==> src/hdl/pfru_mod.sv <==
// Bit-serial remainder unit: 31-bit dividend modulo a small divisor.
`timescale 1ns / 1ps

module pfru_mod #(
  parameter int VW = 7
) (
  input  logic          clk,
  input  logic          rst_n,
  input  logic          start,
  input  logic [30:0]   dividend,
  input  logic [VW-1:0] divisor,
  output logic          done,
  output logic [VW-1:0] rem
);

  logic          run_r, run_nxt;
  logic          done_r, done_nxt;
  logic [4:0]    cnt_r, cnt_nxt;
  logic [30:0]   dvd_r, dvd_nxt;
  logic [VW-1:0] dvs_r, dvs_nxt;
  logic [VW-1:0] rem_r, rem_nxt;
  logic [VW:0]   shl;

  always_comb begin
    run_nxt  = run_r;
    done_nxt = 1'b0;
    cnt_nxt  = cnt_r;
    dvd_nxt  = dvd_r;
    dvs_nxt  = dvs_r;
    rem_nxt  = rem_r;
    shl      = {rem_r, dvd_r[30]};
    if (start) begin
      run_nxt = 1'b1;
      cnt_nxt = '0;
      dvd_nxt = dividend;
      dvs_nxt = divisor;
      rem_nxt = '0;
    end else if (run_r) begin
      // one quotient bit per cycle
      if (shl >= {1'b0, dvs_r}) rem_nxt = VW'(shl - {1'b0, dvs_r});
      else                      rem_nxt = VW'(shl);
      dvd_nxt = {dvd_r[29:0], 1'b0};
      cnt_nxt = cnt_r + 5'd1;
      if (cnt_r == 5'd30) begin
        run_nxt  = 1'b0;
        done_nxt = 1'b1;
      end
    end
  end

  always_ff @(posedge clk) begin
    if (!rst_n) begin
      run_r  <= 1'b0;
      done_r <= 1'b0;
    end else begin
      run_r  <= run_nxt;
      done_r <= done_nxt;
    end
    cnt_r <= cnt_nxt;
    dvd_r <= dvd_nxt;
    dvs_r <= dvs_nxt;
    rem_r <= rem_nxt;
  end

  assign done = done_r;
  assign rem  = rem_r;

endmodule
==> config.mk <==
export PLATFORM = sky130hd
export DESIGN_NAME = pfru_mod
export DESIGN_NICKNAME = d
export VERILOG_FILES = /design/src/hdl/pfru_mod.sv
export SDC_FILE = /design/constraint.sdc
export NUM_CORES = 1
export LEC_CHECK = 0
export ABC_AREA = 1
export BUFFER_PORTS_ARGS = -buffer_cell sky130_fd_sc_hd__buf_2
export CORE_UTILIZATION = 59
export DETAILED_ROUTE_END_ITERATION = 10
export PLACE_DENSITY_LB_ADDON = 0.25
export REMOVE_ABC_BUFFERS = 1
export SLEW_MARGIN = 20
export SYNTH_ARGS = -nofsm -noshare
export SYNTH_HDL_FRONTEND = slang
export SYNTH_SLANG_ARGS = --single-unit
==> constraint.sdc <==
create_clock -name clk -period 4.89 [get_ports clk]
set_clock_uncertainty 0.15 [all_clocks]
set_input_delay 0.2445 -clock clk [delete_from_list [all_inputs] [get_ports clk]]
set_output_delay 0.2445 -clock clk [all_outputs]
set_load 0.01 [all_outputs]
Yosys cells after proc, flatten, opt, wreduce, memory -nomap -nowiden
Cells that the tools add are included.
W data, S select, Z words.
Word-level totals
  flip-flop bits (word level): 52
  bits of input ports: 41
Operators by class
  add/subtract/negate cells: 2
  magnitude comparators: 1
  eq/ne operators: 1
  muxes and demuxes: 7
  bitwise operators: 2
  reductions and logical operators: 2
Operators by type and width (number)
  $mux W31: 2
  $ge A8 B7 Y1: 1
  $mux W7: 1
  $sub A7 B7 Y7: 1
  $add A5 B1 Y5 const B: 1
  $eq A5 B5 Y1 const B: 1
  $mux W1: 4
  $reduce_or A3 Y1: 1
  $not A1 Y1: 2
  $reduce_bool A2 Y1: 1

Depth between registers and ports, before layout
  depth after elaboration: 4
  depth in mapped cells: 14
  gate-level depth less buffers: 14

Worst setup path before layout
OpenSTA, ideal clock, no wires.
  kind: reg-to-reg
  from: reg dvd_r[30]
  to: reg rem_r[0] (netlist: rem[0])
  arrival: 1.548 ns
  data required time: 4.588 ns
  slack: 3.040 ns
  stages on the path, launching flop included: 13
  cells stage by stage: edfxtp_1 inv_1 ha_1 inv_1 fa_1 nand2_1 nand2_1 nand2_2 nand2_2 nand2_4 nand3_1 nand3_1 o21ai_1
On the way
  word-level cells in the longest chain between the ends: 2
  elaborated cells between the ends (all ways): 3
Ends and longest elaborated chain
  from (decl): line 19  | logic [30:0] dvd_r, dvd_nxt;
  from (signal assigned): line 60  | dvd_r <= dvd_nxt;
  $sub A7 B7 Y7 / $ge A8 B7 Y1 (equally long branches): line 40  | if (shl >= {1'b0, dvs_r}) rem_nxt = VW'(shl - {1'b0, dvs_r});
  $mux W7 *: line 40
  to (signal assigned): line 62  | rem_r <= rem_nxt;
  to (decl): line 21  | logic [VW-1:0] rem_r, rem_nxt;
Mark *: on every way between the ends. The rest lies on a longest branch, timed or not.
A chain may end at the register's enable or synchronous reset.

Worst setup path after layout
  from: in start
  to: reg dvd_r[11] (data pin)
On the way
  word-level cells in the longest chain between the ends: 1
Ends and longest elaborated chain
  from (decl): line 9  | input logic start,
  $mux W31: line 32  | if (start) begin
  via dvd_nxt[11]: line 19
The timed path passes the listed nets, and every way through them passes these cells.

==> impl_metrics.json <==
{
  "globalplace.congestion": 0.800,
  "area_delta_synth_final_pct": 16.5,
  "antenna_left": 0,
  "cts.path.max_buffers": 2,
  "yosysMostFrequentCell": "nand2_1",
  "grt_max_degree": 44,
  "ys_top_cells_by_count": "128 x nand2_1, 38 x edfxtp_1, 30 x inv_1",
  "max_slew.worst_pin.slew_ns": 0.889,
  "synth-seq-area-share_pct": 56.1,
  "netSwitchingFraction_pct": 25.8,
  "drive_gt1_share_pct": 18.2,
  "vias_per_cell": 4.95,
  "critPathLaunch": "start",
  "routedWlPerCell_um": 11.1,
  "fmax_ghz": 0.429,
  "critPathSlowestCell": "clkinv_1",
  "regToRegEndpoint": "rem[5]",
  "power.share.clock_pct": 24.8,
  "coreArea_mm2": 0.00406,
  "initial_core_util_pct": 62.5,
  "die_width_um": 67.5,
  "period_needed_ns": 2.33,
  "drt_iter0_markers": 114,
  "worstSetupEndpoint": "dvd_r[11]",
  "wl_um": 4330,
  "async_reset_ff_share_pct": 0,
  "cts_max_level": 2,
  "grtUsageTotal_pct": 21.1,
  "cpMostUsedCell": "nand2_1",
  "intPower_uw": 683,
  "path_class": "input pin to register",
  "die_h_um": 67.5,
  "slew_viol_final": 0,
  "end_kind": "register",
  "slowest_delay_ns": 0.96,
  "switching_power_uw": 237,
  "yosys_warnings": 0,
  "grt_pass1_wl_um": 7020,
  "status": "completed",
  "power_uw": 920,
  "crit_arrival_ns": 2.24,
  "cap_viol_max_count": 0,
  "ys_seq_elements": 52,
  "num_vias": 1929,
  "yosysTopAreaCellShare_pct": 45.0,
  "detail_route.first_pass.iterations": 5,
  "synth_cells": 284,
  "crit_required_ns": 4.80,
  "regArea_mm2": 0.00142,
  "fp-row-count": 23,
  "grt_overflow": 0,
  "first_global_vias": 1709,
  "fin_crit_sh_pct": 47.7,
  "cts_root_buffer": "clkbuf_8",
  "synthFlopType": "edfxtp_1",
  "antenna_found_initial": 0,
  "clkLatencyLatePin_ns": 0.30,
  "reg2reg_depth": 14,
  "yosys-top-cells-area": "edfxtp_1 45%, nand2_1 19%, dfxtp_1 11%",
  "p_per_area_mw_per_mm2": 312,
  "fillers": 316,
  "crit_chain": "buf_2, clkinv_1, nand2_1, nand2_1",
  "finalSetupTns_ns": 0,
  "synth_cell_types": 30,
  "hold_viol": 0,
  "seqPwrFrac_pct": 58.1,
  "nets": 390,
  "avgSynthCellArea_um2": 8.93,
  "drc": 0,
  "die_area_mm2": 0.00456,
  "antenna_cells": 0,
  "clk_pin_slew_ns": 0.08,
  "hold_class": "input pin to register",
  "startpoint_type": "input pin",
  "worstReg2RegStart": "dvd_r[30]",
  "dp_hpwl_um": 3000,
  "cts_tree": "done",
  "rsz0062_at_grt": "no",
  "maxSlewHeadroom_pct": 40.4,
  "ir_worst_vdd_v": 0.000225,
  "portBuffers": 48,
  "synth_edf_count": 38,
  "io-pin-count": 49,
  "ff2ff_setup_slack_ns": 2.86,
  "synth_largest_area_cell": "edfxtp_1",
  "netlist_area_mm2": 0.00253,
  "multiInputGateArea_um2": 955,
  "cts_buffers": 5,
  "leakagePower_uw": 0.00150,
  "setup_viol": 0,
  "cts.sinks": 52,
  "worst-path-max-fanout": 43,
  "comb_power_share_pct": 17.1,
  "cts_resized": 0
}
[repair_timing]
item	4_1_cts	5_1_grt
setup buffers	0	0
endpoints found under the setup margin	0	0
hold endpoints to repair	7	0
hold buffers	7	0
[sequential cells by signal, summed over array words and instances (netlist names)]
register and flops:
run_r 1, done 1, dvd_r 31, cnt_r 5, dvs_r 7, rem 7
[area by class of cell]
class	instances	area share (%)
multi-input combinational	193	32.3
timing repair buffer	56	10.8
clock buffer	7	2.58
inverter	31	3.94
sequential	52	48.1
tap	50	2.12
clock inverter	1	0.127
[layout by cell type, fill, tap and decap left out, types with 2 or more instances in the layout]
master,instances
a21oi_1,6
buf_2,48
clkbuf_1,2
clkbuf_8,5
clkinv_1,2
dfxtp_1,14
dlygate4sd3_1,7
edfxtp_1,38
ha_1,9
inv_1,30
nand2_1,128
nand2_2,2
nand2_4,2
nand3_1,17
nand3b_1,2
nand4_1,4
nor2_1,5
o21ai_0,2
o21ai_1,4
[how the worst min path moves through the flow]
stage	startpoint	endpoint	slack (ns)	cells after the start
after floorplan	start	done	0.17	1
after global placement	divisor[3]	dvs_r[3]	0.27	1
after detailed placement	divisor[2]	dvs_r[2]	0.27	1
after CTS	rst_n	run_r	0.02	3
after global routing	dividend[0]	dvd_r[0]	0.05	3
final	rst_n	run_r	0.04	3
[critical path, delay by kind of cell]
| kind | cells | cell delay [ns] |
|---|---|---|
| buffers and inverters | 2 | 1.59 |
| and+or+nand+nor | 2 | 0.38 |
[per-layer routing]
metal	GRT usage [%]	routed length [µm]
met5	0	0
met4	7.98	57
met3	4.22	193
met2	35.8	2060
met1	26.5	2020
[cell families (layout without fill, tap and decap cells)]
kind of cell             count (synthesis)  count (layout)  synth area share, %
adder cells (fa/ha/maj)                 10              10                 5.23
AND/OR/NAND/NOR                        167             167                 28.5
AO/OA/AOI/OAI                           14              14                 3.26
XOR/XNOR                                 2               2                0.691
buffers and inverters                   39              95                 6.27
flip-flops                              52              52                 56.1
[per-stage QoR]
step	hold slack [ns]	area [µm²]	utilization, %	worst slack [ns]	std cells
global route	0.0532	2950	72.8	2.35	390
CTS	0.0218	2950	72.8	2.60	390
detailed placement	0.273	2800	69.1	2.26	375
global placement	0.272	2800	69.1	2.30	375
finish	0.0363	2950	72.8	2.56	390
floorplan	0.172	2490	-	3.04	276
[power groups by stage]
stage               clock [µW]  sequential, µW  combinational (µW)
global placement             0             544                 149
floorplan                    0             542                 104
detailed placement           0             544                 153
finish                     228             535                 157
global route               249             539                 180
CTS                        236             535                 158
(Power assumes the default switching activity.)
